### config.mk
export PLATFORM = sky130hd
export DESIGN_NAME = patch_zscore_normalizer
export DESIGN_NICKNAME = d
export VERILOG_FILES = /design/src/rtl/pzn_pkg.sv /design/src/rtl/patch_zscore_normalizer.sv /design/src/rtl/pzn_front.sv /design/src/rtl/pzn_jobq.sv /design/src/rtl/pzn_back.sv
export SDC_FILE = /design/constraint.sdc
export NUM_CORES = 2
export LEC_CHECK = 0
export BUFFER_PORTS_ARGS = -buffer_cell sky130_fd_sc_hd__buf_2
export CORE_MARGIN = 4
export CORE_UTILIZATION = 60
export DETAILED_ROUTE_END_ITERATION = 12
export PLACE_DENSITY = 0.76
export REMOVE_ABC_BUFFERS = 1
export SYNTH_ARGS = -nofsm -noshare
export SYNTH_HDL_FRONTEND = slang
export SYNTH_HIERARCHICAL = 1
export SYNTH_SLANG_ARGS = --single-unit
### constraint.sdc
create_clock -name clk -period 20.6 [get_ports clk]
set_clock_uncertainty 0.1 [all_clocks]
set_input_delay 4.12 -clock clk [delete_from_list [all_inputs] [get_ports clk]]
set_output_delay 4.12 -clock clk [all_outputs]
set_load 0.02 [all_outputs]
### src/rtl/pzn_pkg.sv
// pzn_pkg: shared word types, job descriptor and mode codes
// no dependencies
package pzn_pkg;

  localparam int CNT_W = 7;
  localparam int SUM_W = 14;

  localparam logic [1:0] MODE_PASS  = 2'd0;
  localparam logic [1:0] MODE_MEAN  = 2'd1;
  localparam logic [1:0] MODE_SCALE = 2'd2;

  typedef struct packed {
    logic [7:0] pixel;
    logic       last_pixel;
  } pzn_in_t;

  typedef struct packed {
    logic signed [17:0] norm_value;
    logic               last_out;
  } pzn_out_t;

  // one closed patch waiting for the back end
  typedef struct packed {
    logic [CNT_W-1:0] n;
    logic [SUM_W-1:0] sum;
    logic [1:0]       mode;
    logic             bank;
  } pzn_job_t;

  typedef struct packed {
    logic empty;
    logic full;
  } pzn_qstat_t;

endpackage

### src/rtl/patch_zscore_normalizer.sv
// patch z-score normalizer: pixels in one word per cycle while a store bank is free;
// results come out in pass through, with mean removal (24-step divider) or with
// deviation scaling (13-step root search) after a deviation-sum pass over the patch;
// output stalls hold each result until it is taken;
// synchronous active-low reset clears counters, queue and sequencer;
// the two-bank patch store is not cleared and only holds data once written
module patch_zscore_normalizer import pzn_pkg::*; #(
  parameter int PATCH_PIXELS = 64
) (
  input  logic       clk,
  input  logic       rst_n,
  input  logic       in_valid,
  output logic       in_stall,
  input  pzn_in_t    in_word,
  output logic       out_valid,
  input  logic       out_stall,
  output pzn_out_t   out_word,
  input  logic       cfg_we,
  input  logic [1:0] cfg_data
);

  // index width for one bank, at least one bit
  localparam int AW    = (PATCH_PIXELS > 1) ? $clog2(PATCH_PIXELS) : 1;
  localparam int DEPTH = 2 ** (AW + 1);

  // front to store
  logic          wr_en, wr_bank;
  logic [AW-1:0] wr_idx;
  logic [7:0]    wr_pixel;

  // front to queue to back
  logic          jq_push, jq_pop;
  pzn_job_t      push_job, head_job;
  pzn_qstat_t    q_stat;

  // back to store
  logic          rd_bank;
  logic [AW-1:0] rd_idx;
  logic [7:0]    rd_data_r;

  // patch store: two banks, front fills one while back drains the other
  logic [7:0]    mem [DEPTH];

  always_ff @(posedge clk) begin
    if (wr_en) begin
      mem[{wr_bank, wr_idx}] <= wr_pixel;
    end
    rd_data_r <= mem[{rd_bank, rd_idx}];
  end

  pzn_front #(.PATCH_PIXELS(PATCH_PIXELS), .AW(AW)) u_front (
    .clk      (clk),
    .rst_n    (rst_n),
    .in_valid (in_valid),
    .in_stall (in_stall),
    .in_word  (in_word),
    .cfg_we   (cfg_we),
    .cfg_data (cfg_data),
    .q_stat   (q_stat),
    .wr_en    (wr_en),
    .wr_bank  (wr_bank),
    .wr_idx   (wr_idx),
    .wr_pixel (wr_pixel),
    .job_push (jq_push),
    .job      (push_job)
  );

  // an entry stays queued until its last result leaves, so queue depth
  // equals the number of banks in use
  pzn_jobq u_jobq (
    .clk      (clk),
    .rst_n    (rst_n),
    .push     (jq_push),
    .push_job (push_job),
    .pop      (jq_pop),
    .head     (head_job),
    .stat     (q_stat)
  );

  pzn_back #(.AW(AW)) u_back (
    .clk       (clk),
    .rst_n     (rst_n),
    .job       (head_job),
    .job_avail (!q_stat.empty),
    .job_done  (jq_pop),
    .rd_bank   (rd_bank),
    .rd_idx    (rd_idx),
    .rd_pixel  (rd_data_r),
    .out_valid (out_valid),
    .out_stall (out_stall),
    .out_word  (out_word)
  );

  // a result word only exists for a patch still held in the queue
  a_out_has_job: assert property (@(posedge clk) disable iff (!rst_n)
    out_valid |-> !q_stat.empty)
    else $error("result word without a queued patch");

  // final word of a patch releases its bank in the same cycle
  a_last_pops: assert property (@(posedge clk) disable iff (!rst_n)
    (out_valid && !out_stall && out_word.last_out) |-> jq_pop)
    else $error("last result did not release its bank");

  // the back end never reads the bank the front is filling while both are busy
  a_bank_split: assert property (@(posedge clk) disable iff (!rst_n)
    (wr_en && out_valid) |-> (wr_bank != rd_bank))
    else $error("front and back share a bank");

endmodule

### src/rtl/pzn_front.sv
// pzn_front: accepts pixel words, keeps sum and count, writes the patch bank
// depends on pzn_pkg
module pzn_front import pzn_pkg::*; #(
  parameter int PATCH_PIXELS = 64,
  parameter int AW           = 6
) (
  input  logic             clk,
  input  logic             rst_n,
  input  logic             in_valid,
  output logic             in_stall,
  input  pzn_in_t          in_word,
  input  logic             cfg_we,
  input  logic [1:0]       cfg_data,
  input  pzn_qstat_t       q_stat,
  output logic             wr_en,
  output logic             wr_bank,
  output logic [AW-1:0]    wr_idx,
  output logic [7:0]       wr_pixel,
  output logic             job_push,
  output pzn_job_t         job
);

  logic [CNT_W-1:0] count_r, count_nxt;
  logic [SUM_W-1:0] sum_r, sum_nxt;
  logic             bank_r;
  logic [1:0]       mode_r;
  logic             accept;

  // both banks owned by queued patches: hold off
  assign in_stall = q_stat.full;
  assign accept   = in_valid && !q_stat.full;
  assign wr_en    = accept && (count_r < CNT_W'(PATCH_PIXELS));
  assign wr_bank  = bank_r;
  assign wr_idx   = count_r[AW-1:0];
  assign wr_pixel = in_word.pixel;
  assign job_push = accept && in_word.last_pixel;

  always_comb begin
    count_nxt = count_r;
    sum_nxt   = sum_r;
    if (wr_en) begin
      count_nxt = count_r + CNT_W'(1);
      sum_nxt   = sum_r + SUM_W'(in_word.pixel);
    end
  end

  assign job = '{n: count_nxt, sum: sum_nxt, mode: mode_r, bank: bank_r};

  always_ff @(posedge clk) begin
    if (!rst_n) begin
      count_r <= '0;
      sum_r   <= '0;
      bank_r  <= 1'b0;
      mode_r  <= MODE_PASS;
    end else begin
      if (cfg_we) begin
        mode_r <= cfg_data;
      end
      if (job_push) begin
        count_r <= '0;
        sum_r   <= '0;
        bank_r  <= !bank_r;
      end else begin
        count_r <= count_nxt;
        sum_r   <= sum_nxt;
      end
    end
  end

endmodule

### src/rtl/pzn_jobq.sv
// pzn_jobq: two-entry queue of closed patches, one per store bank
// depends on pzn_pkg
module pzn_jobq import pzn_pkg::*; (
  input  logic       clk,
  input  logic       rst_n,
  input  logic       push,
  input  pzn_job_t   push_job,
  input  logic       pop,
  output pzn_job_t   head,
  output pzn_qstat_t stat
);

  pzn_job_t   q_r [2];
  logic       wp_r, rp_r;
  logic [1:0] cnt_r;

  assign head       = q_r[rp_r];
  assign stat.empty = (cnt_r == 2'd0);
  assign stat.full  = (cnt_r == 2'd2);

  always_ff @(posedge clk) begin
    if (push) begin
      q_r[wp_r] <= push_job;
    end
  end

  always_ff @(posedge clk) begin
    if (!rst_n) begin
      wp_r  <= 1'b0;
      rp_r  <= 1'b0;
      cnt_r <= '0;
    end else begin
      if (push) wp_r <= !wp_r;
      if (pop)  rp_r <= !rp_r;
      cnt_r <= cnt_r + 2'(push) - 2'(pop);
    end
  end

endmodule

### src/rtl/pzn_back.sv
// pzn_back: per-patch sequencer, deviation sum, divider and root search
// depends on pzn_pkg
module pzn_back import pzn_pkg::*; #(
  parameter int AW = 6
) (
  input  logic          clk,
  input  logic          rst_n,
  input  pzn_job_t      job,
  input  logic          job_avail,
  output logic          job_done,
  output logic          rd_bank,
  output logic [AW-1:0] rd_idx,
  input  logic [7:0]    rd_pixel,
  output logic          out_valid,
  input  logic          out_stall,
  output pzn_out_t      out_word
);

  typedef enum logic [3:0] {
    ST_IDLE, ST_SQ_RD, ST_SQ_D, ST_SQ_M, ST_EL_RD, ST_EL_D,
    ST_DIV, ST_T1, ST_T2, ST_ROOT, ST_FIN, ST_OUT
  } state_t;

  state_t              state_r;
  logic [CNT_W-1:0]    idx_r;
  logic signed [15:0]  d_r;
  logic [33:0]         ssum_r;
  logic [13:0]         mag_r;
  logic                neg_r;
  logic [27:0]         sq_r;
  logic [51:0]         t_r;
  logic [12:0]         x_r;
  logic [51:0]         y_r;
  logic [46:0]         z_r;
  logic [3:0]          k_r;
  logic [23:0]         num_r;
  logic [7:0]          rem_r;
  logic [16:0]         quo_r;
  logic [4:0]          cnt_r;
  logic                out_valid_r;
  pzn_out_t            out_word_r;

  logic [14:0]         prod_w;
  logic signed [15:0]  d_w, negd_w;
  logic [13:0]         mag_w;
  logic [31:0]         dsq_w;
  logic [8:0]          rem_sh;
  logic [7:0]          den_w;
  logic                ge_w;
  logic [60:0]         cand_w;
  logic                fit_w;
  logic [34:0]         tn_w;
  logic [13:0]         xr_w;
  logic [16:0]         qmag_w;
  logic signed [17:0]  qsig_w;
  logic                last_w, is_scale, is_pass;

  assign is_scale = (job.mode == MODE_SCALE);
  assign is_pass  = (job.mode == MODE_PASS);
  assign last_w   = (idx_r == job.n - CNT_W'(1));

  assign rd_bank  = job.bank;
  assign rd_idx   = idx_r[AW-1:0];

  // d = pixel*n - sum
  assign prod_w = 15'(rd_pixel) * 15'(job.n);
  assign d_w    = $signed({1'b0, prod_w}) - $signed({2'b00, job.sum});
  assign negd_w = -d_w;
  assign mag_w  = d_w[15] ? negd_w[13:0] : d_w[13:0];
  assign dsq_w  = 32'(d_r) * 32'(d_r);

  // restoring divide step
  assign den_w  = {job.n, 1'b0};
  assign rem_sh = {rem_r, num_r[23]};
  assign ge_w   = (rem_sh >= {1'b0, den_w});

  // root search step: (x + 2^k)^2 * s <= t
  assign cand_w = 61'(y_r) + (61'(z_r) << (5'(k_r) + 5'd1))
                + (61'(ssum_r) << (5'(k_r) << 1));
  assign fit_w  = (cand_w <= 61'(t_r));
  assign tn_w   = 35'(sq_r) * 35'(job.n);

  // q = (x + 1) / 2 rounds the odd bound back to the nearest
  assign xr_w   = 14'(x_r) + 14'd1;
  assign qmag_w = is_scale ? 17'(xr_w[13:1]) : quo_r;
  assign qsig_w = neg_r ? -$signed({1'b0, qmag_w}) : $signed({1'b0, qmag_w});

  assign job_done  = (state_r == ST_OUT) && !out_stall && out_word_r.last_out;
  assign out_valid = out_valid_r;
  assign out_word  = out_word_r;

  always_ff @(posedge clk) begin
    if (!rst_n) begin
      state_r     <= ST_IDLE;
      out_valid_r <= 1'b0;
      idx_r       <= '0;
    end else begin
      unique case (state_r)
        ST_IDLE: begin
          if (job_avail) begin
            idx_r   <= '0;
            ssum_r  <= '0;
            state_r <= is_scale ? ST_SQ_RD : ST_EL_RD;
          end
        end
        ST_SQ_RD: state_r <= ST_SQ_D;
        ST_SQ_D: begin
          d_r     <= d_w;
          state_r <= ST_SQ_M;
        end
        ST_SQ_M: begin
          ssum_r <= ssum_r + 34'(dsq_w);
          if (last_w) begin
            idx_r   <= '0;
            state_r <= ST_EL_RD;
          end else begin
            idx_r   <= idx_r + CNT_W'(1);
            state_r <= ST_SQ_RD;
          end
        end
        ST_EL_RD: state_r <= ST_EL_D;
        ST_EL_D: begin
          mag_r <= mag_w;
          neg_r <= d_w[15];
          if (is_pass) begin
            out_word_r  <= '{norm_value: $signed({2'b00, rd_pixel, 8'd0}),
                             last_out: last_w};
            out_valid_r <= 1'b1;
            state_r     <= ST_OUT;
          end else if (is_scale) begin
            if (ssum_r == '0) begin
              out_word_r  <= '{norm_value: '0, last_out: last_w};
              out_valid_r <= 1'b1;
              state_r     <= ST_OUT;
            end else begin
              state_r <= ST_T1;
            end
          end else begin
            num_r   <= (24'(mag_w) << 9) + 24'(job.n);
            rem_r   <= '0;
            quo_r   <= '0;
            cnt_r   <= 5'd23;
            state_r <= ST_DIV;
          end
        end
        ST_DIV: begin
          rem_r <= ge_w ? 8'(rem_sh - {1'b0, den_w}) : rem_sh[7:0];
          quo_r <= {quo_r[15:0], ge_w};
          num_r <= {num_r[22:0], 1'b0};
          cnt_r <= cnt_r - 5'd1;
          if (cnt_r == 5'd0) state_r <= ST_FIN;
        end
        ST_T1: begin
          sq_r    <= 28'(mag_r) * 28'(mag_r);
          state_r <= ST_T2;
        end
        ST_T2: begin
          t_r     <= {tn_w[33:0], 18'd0};
          x_r     <= '0;
          y_r     <= '0;
          z_r     <= '0;
          k_r     <= 4'd12;
          state_r <= ST_ROOT;
        end
        ST_ROOT: begin
          if (fit_w) begin
            x_r <= x_r | (13'd1 << k_r);
            y_r <= cand_w[51:0];
            z_r <= z_r + (47'(ssum_r) << k_r);
          end
          k_r <= k_r - 4'd1;
          if (k_r == 4'd0) state_r <= ST_FIN;
        end
        ST_FIN: begin
          out_word_r  <= '{norm_value: qsig_w, last_out: last_w};
          out_valid_r <= 1'b1;
          state_r     <= ST_OUT;
        end
        ST_OUT: begin
          if (!out_stall) begin
            out_valid_r <= 1'b0;
            if (out_word_r.last_out) begin
              state_r <= ST_IDLE;
            end else begin
              idx_r   <= idx_r + CNT_W'(1);
              state_r <= ST_EL_RD;
            end
          end
        end
        default: state_r <= ST_IDLE;
      endcase
    end
  end

endmodule

Word-level counts from Yosys, hierarchy flattened
Memories as Yosys holds them, arrays and structs flattened. A register that Yosys moved wholly into a read port is not among the register bits.
Index checks and enable logic that the tools add are counted.
{ "word_totals": {"reg_bits": 356, "mem_bits_rw": 1072, "inputBits": 16, "output_inout_bits": 21, "memories": 2} }
{ "classes": {"addsub": 19, "mul": 4, "order_cmp": 3, "eq_ne": 24, "shift": 4, "muxes": 58, "n_bitwise": 2, "n_reduce_logical": 35} }
{ "mem_list": {"columns": ["name", "depth", "word_bits", "read_ports", "rd_clocked_by_memory_dff", "wr", "line_no", "source"], "rows": [
  ["mem", 128, 8, 1, 1, 1, "patch_zscore_normalizer.sv:42", "logic [7:0] mem [DEPTH];"],
  ["u_jobq.q_r", 2, 24, 1, 1, 1, "pzn_jobq.sv:13", "pzn_job_t q_r [2];"]
]} }
{ "ops": {"columns": ["operator", "count"], "rows": [
  ["$pmux 52 s2", 1],
  ["$pmux 47 s2", 1],
  ["$pmux 34 s2", 1],
  ["$add 52x61->61", 1],
  ["$add 61x61->61", 1],
  ["$le 61x52->1", 1],
  ["$shl 34x5->61", 1],
  ["$shl 47x5->61", 1],
  ["$mux 19", 3],
  ["$mux 52", 1],
  ["$mux 17", 3],
  ["$mux 24", 2],
  ["$pmux 24 s2", 1],
  ["$pmux 4 s12", 1],
  ["$add 47x47->47", 1],
  ["$mux 47", 1],
  ["$shl 34x4->47", 1],
  ["$pmux 19 s2", 1],
  ["$mux 7", 5],
  ["$add 34x32->34", 1],
  ["$logic_not 34->1", 1],
  ["$mul 28x7->34", 1],
  ["$mux 34", 1],
  ["$pmux 17 s2", 1],
  ["56 further kinds", 116]
]} }

Depth between registers and ports, before layout
{ "depth": {"word_depth": 8, "ltp_mapped": 40, "depth_no_buf": 38} }

Modules after synthesis
The synthesis kept the hierarchy.
{ "by_module_without_submodules": {"columns": ["module", "n_inst", "cells_per_inst", "area_each_um2"], "rows": [
  ["pzn_back", 1, 5405, 49541.3],
  ["patch_zscore_normalizer", 1, 1636, 39665.5],
  ["pzn_jobq", 1, 96, 2063.2],
  ["pzn_front", 1, 172, 1501.4]
]} }

Worst setup path after synthesis
Ideal clock, no wire load.
{ "synth_path": {"path_kind": "register to register", "startpoint": "reg u_back.k_r[0]", "endpoint": "reg u_back.x_r[0] (enable)", "setup_time_ns": 0.469, "t_arrival_ns": 11.099, "path_slack_ns": 8.932, "stages_incl_launch_ff": 40, "n_path_buf": 5, "synth_period_minus_slack_ns": 11.668, "cell_sequence": "edfxtp_1 -> clkbuf_1 -> buf_1 -> clkinv_1 -> ha_1 -> clkbuf_1 -> clkbuf_1 -> clkbuf_1 -> mux4_2 -> mux2i_1 -> mux2i_1 -> and2_1 -> fa_1 -> ha_1 -> a21oi_1 -> o211ai_1 -> a21oi_1 -> o31ai_4 -> (+4 left out) -> a311oi_1 -> o21ai_0 -> a21o_1 -> xor2_1 -> ha_1 -> nand4_1 -> nor2_1 -> and2_1 -> nand2_1 -> nor2_1 -> and4_1 -> nand4_1 -> nor4_1 -> a41oi_1 -> nor4_2 -> o211ai_1 -> a2111oi_2 -> a21o_1"} }
{ "synth_between": {"elab_chain_len": 7, "word_cells_on_any_way": 8, "cone_classes": "3 x add/sub; 1 x order compare; 1 x eq/ne; 2 x shift; 1 x reduce/logical"} }
{ "synth_rtl": {"columns": ["item", "line_no", "source"], "rows": [
  ["from (decl)", "pzn_back.sv:35", "logic [3:0] k_r;"],
  ["from (signal assigned)", "pzn_back.sv:171", "k_r <= k_r - 4'd1;"],
  ["$add 4x1->5", "pzn_back.sv:78", "assign cand_w = 61'(y_r) + (61'(z_r) << (5'(k_r) + 5'd1))"],
  ["$shl 47x5->61", "pzn_back.sv:78", null],
  ["$add 52x61->61", "pzn_back.sv:78", null],
  ["$add 61x61->61 *", "pzn_back.sv:79", "+ (61'(ssum_r) << (5'(k_r) << 1));"],
  ["named net u_back.cand_w[42]", "pzn_back.sv:50", "logic [60:0] cand_w;"],
  ["$le 61x52->1 *", "pzn_back.sv:80", "assign fit_w = (cand_w <= 61'(t_r));"],
  ["$ne 2x1->1 (no line) *", null, null],
  ["$reduce_and 3->1 (no line) *", null, null],
  ["to (signal assigned)", "pzn_back.sv:167", "x_r <= x_r | (13'd1 << k_r);"],
  ["to (decl)", "pzn_back.sv:32", "logic [12:0] x_r;"]
]} }
Mark *: on every way through the listed nets, which the timed path passes. The rest lies on a longest branch.
A chain may end at the register's enable or synchronous reset.

Final worst setup path
{ "layout_path": {"startpoint": "reg u_back.k_r[0]", "endpoint": "reg u_back.x_r[4] (enable)"} }
Same word-level chain as after synthesis.

==> results by group <==
Critical path
  • WP data required: 20890 ps
  • Crit path capture type: flip-flop
  • Critical path type: reg2reg
  • Startpoint type of the worst setup path: flip-flop
  • Most Frequent Cell on Critical Path: buf_4
  • CP max stage cell: buf_4
  • Largest stage delay on the critical path: roughly 810 ps
  • CP Data Arrival Time: 12280 ps
  • Critical path fanouts, max: 96

Route
  • DR WL/cell: 26.2 um
  • DRC errors left: 0
  • Via count: 59911
  • Iteration count of the initial detailed-routing pass: 6
  • Final WL: 247 mm
  • First DRT Iteration DRCs: 6926
  • Avg Vias per Cell: between 6 and 7
  • Remaining antenna violation count: 0

CTS
  • CTS root buf: clkbuf_16
  • Clock slew seen by the registers of the worst setup and hold paths: 70 ps
  • Clk_lat worst skew: 830 ps
  • Max clock buf depth: 3
  • CTS H-tree depth: 4
  • Hold_buf cts: 0
  • CTS buffer count: 149
  • CTS tree: done
  • CTS Sinks: between 1000 and 1500
  • Post-cts repair resize count: 0
  • Postcts setup bufs: 0

Hold path
  • Min-Delay Path Class: reg2reg

Place
  • Pre-CTS setup slack: 8820 ps
  • Routability cong.: 0.988
  • DP HPWL: approximately 170 mm
  • Buffers on Ports: 36

GRT
  • Tot GR Track Use: 30.9%
  • Gr ovfl total: 0
  • Largest net degree at the start of global routing: 115
  • Initial antenna violation count: 9
  • Vias in the first global route: 61357
  • First-pass GRT wire length: ~380 mm

Die
  • Row count: 144
  • Die area: roughly 160000 um^2
  • DIE WIDTH: 401 um
  • Core area: about 150000 um^2
  • I/O pin cnt: 37
  • Starting density of the core: 60.3%
  • Die H: 401 um

Timing
  • Fmax: 83.4 MHz
  • Slew headroom: 9.70%
  • Worst Setup Slack, final: roughly 8600 ps
  • RSZ-0062 raised after global routing: no
  • Final Hold Fails: 0
  • Tcrit/Tclk final: 58.2%
  • Fin Hold WS: 382 ps
  • Min cycle time layout: 11990 ps
  • Worst slew pin tran: 1350 ps
  • Final Max Tran Viols: 0
  • Count of final setup violators: 0
  • TNS Setup: 0 ps

Finish
  • Nets: roughly 8300
  • Syn-to-layout area delta: 7.55%
  • Ant. Diodes: 0
  • Layout cells sized above 1: 11.6%
  • Final core utilization: 64.8%

Logic synthesis
  • Post-synth EDFFs: 1387
  • FF+latch count, synth: roughly 1400
  • Post-Syn Area per Cell: 12.7 um^2
  • Async S/R FF share, synth: 0%
  • Top cell type's share of synthesized area: 44.9%
  • Yosys top cell by area: edfxtp_1
  • Synthesized cell area: between 90000 and 100000 um^2
  • Post-synth top flop: edfxtp_1
  • Sequential-to-total area share from yosys stat: a little under half
  • Post-synth cell types: 99
  • Most frequent cells after synthesis: edfxtp_1, inv_1, nor2_1, fa_1, nand2_1
  • Synth top area cells: edfxtp_1, fa_1, mux4_2
  • Mapped Cells: approximately 7300
  • Most common cell in the netlist: edfxtp_1
  • Synth warn: 6

Job
  • Max_cap viols: 0

Run status
  • Run status: finished, final reports clean
-- worst max-delay path, delay by kind of cell, from the launching register on --
kind / cells / cell delay (ps)
compound gates: 13 / 4060
simple gates: 13 / 2590
flops: 1 / 360
buf+inv: 5 / 2780
fa+ha+maj: 4 / 1160
xor+xnor: 2 / 390
-- cells in the final DEF, fill, tap and decap left out, types with 13 or more instances in the layout --
cell and count:
edfxtp_1 1387, inv_1 741, nor2_1 576, fa_1 575
nand2_1 559, ha_1 475, mux4_2 379, a21oi_1 297
o21ai_0 252, and2_1 246, xnor2_1 195, clkbuf_16 149
a21o_1 142, mux2i_1 125, xor2_1 110, nand3_1 96
buf_4 82, nor2b_1 75, nor3_1 69, nand2b_1 62
mux2_2 59, dfxtp_1 45, o21a_1 42, clkbuf_1 36
nand4_1 35, and3_1 33, o21bai_1 29, buf_2 28
o22ai_1 28, clkinv_1 25, a31oi_1 24, a211oi_1 22
clkinv_2 21, o211ai_1 21, mux2_4 20, or3_1 19
nor4_1 17, clkinv_16 14, or2_2 14, o31ai_1 13
-- metrics by stage --
step,instances,instance area (um^2)
after floorplan,6983,91300
after global placement,9138,94800
after detailed placement,9138,94800
after CTS,9409,99800
after global routing,9409,99800
final,9409,99800
-- kinds of logic after synthesis --
kind of cell             after synthesis  synth area share, %
adder cells (fa/ha/maj)             1052                 18.8
buffers and inverters               1073                 4.56
other                                  2              0.00810
XOR/XNOR                             310                 2.96
AND/OR/NAND/NOR                     1857                 9.33
flip-flops                          1436                 46.0
multiplexers                         583                 11.6
AO/OA/AOI/OAI                        996                 6.76
-- sequential cells by signal, summed over array words and instances, names as in the netlist, 19 cells and up, named ones only --
signal	cells
u_back/y_r	52
u_back/ssum_r	34
u_back/sq_r	27
u_back/num_r	24
u_back/t_r	34
u_back/out_word	19
mem	1024
u_jobq/q_r	48
u_back/z_r	47
-- cell type report --
class	count	area, um^2
tap	2044	2560
sequential	1436	42600
fill	10971	54100
multi-input combinational	4801	46000
inverter	746	2800
timing repair buffer	111	776
clock inverter	81	1070
clock buffer	190	3930
-- metal layers --
layer / wire length (um) / share of wire [%] / vias to the layer above / track usage (%)
met5: 28 / 0.011 / - / 0
met2: 117000 / 48 / 3183 / 49.8
met4: 9180 / 3.7 / 4 / 10.1
li1: - / - / 25893 / -
met3: 22800 / 9.2 / 563 / 5.29
met1: 97600 / 40 / 30268 / 43.5
-- path summary, 6_finish.rpt --
path	startpoint	end	slack (ps)	cells past startpoint
hold reg to reg	u_front/mode_r[1]$_SDFFE_PN0P_	u_jobq/q_r[1][2]$_DFFE_PP_	380	0
hold / removal	u_front/mode_r[1]$_SDFFE_PN0P_	u_jobq/q_r[1][2]$_DFFE_PP_	380	0
setup reg to reg	u_back/k_r[0]$_SDFFCE_PP0P_	u_back/x_r[4]$_SDFFCE_PP0P_	8610	37
setup / recovery	u_back/k_r[0]$_SDFFCE_PP0P_	u_back/x_r[4]$_SDFFCE_PP0P_	8610	37
Power is not shown: default switching activity piles up to over one toggle a cycle in this logic, so the estimate is an artifact.
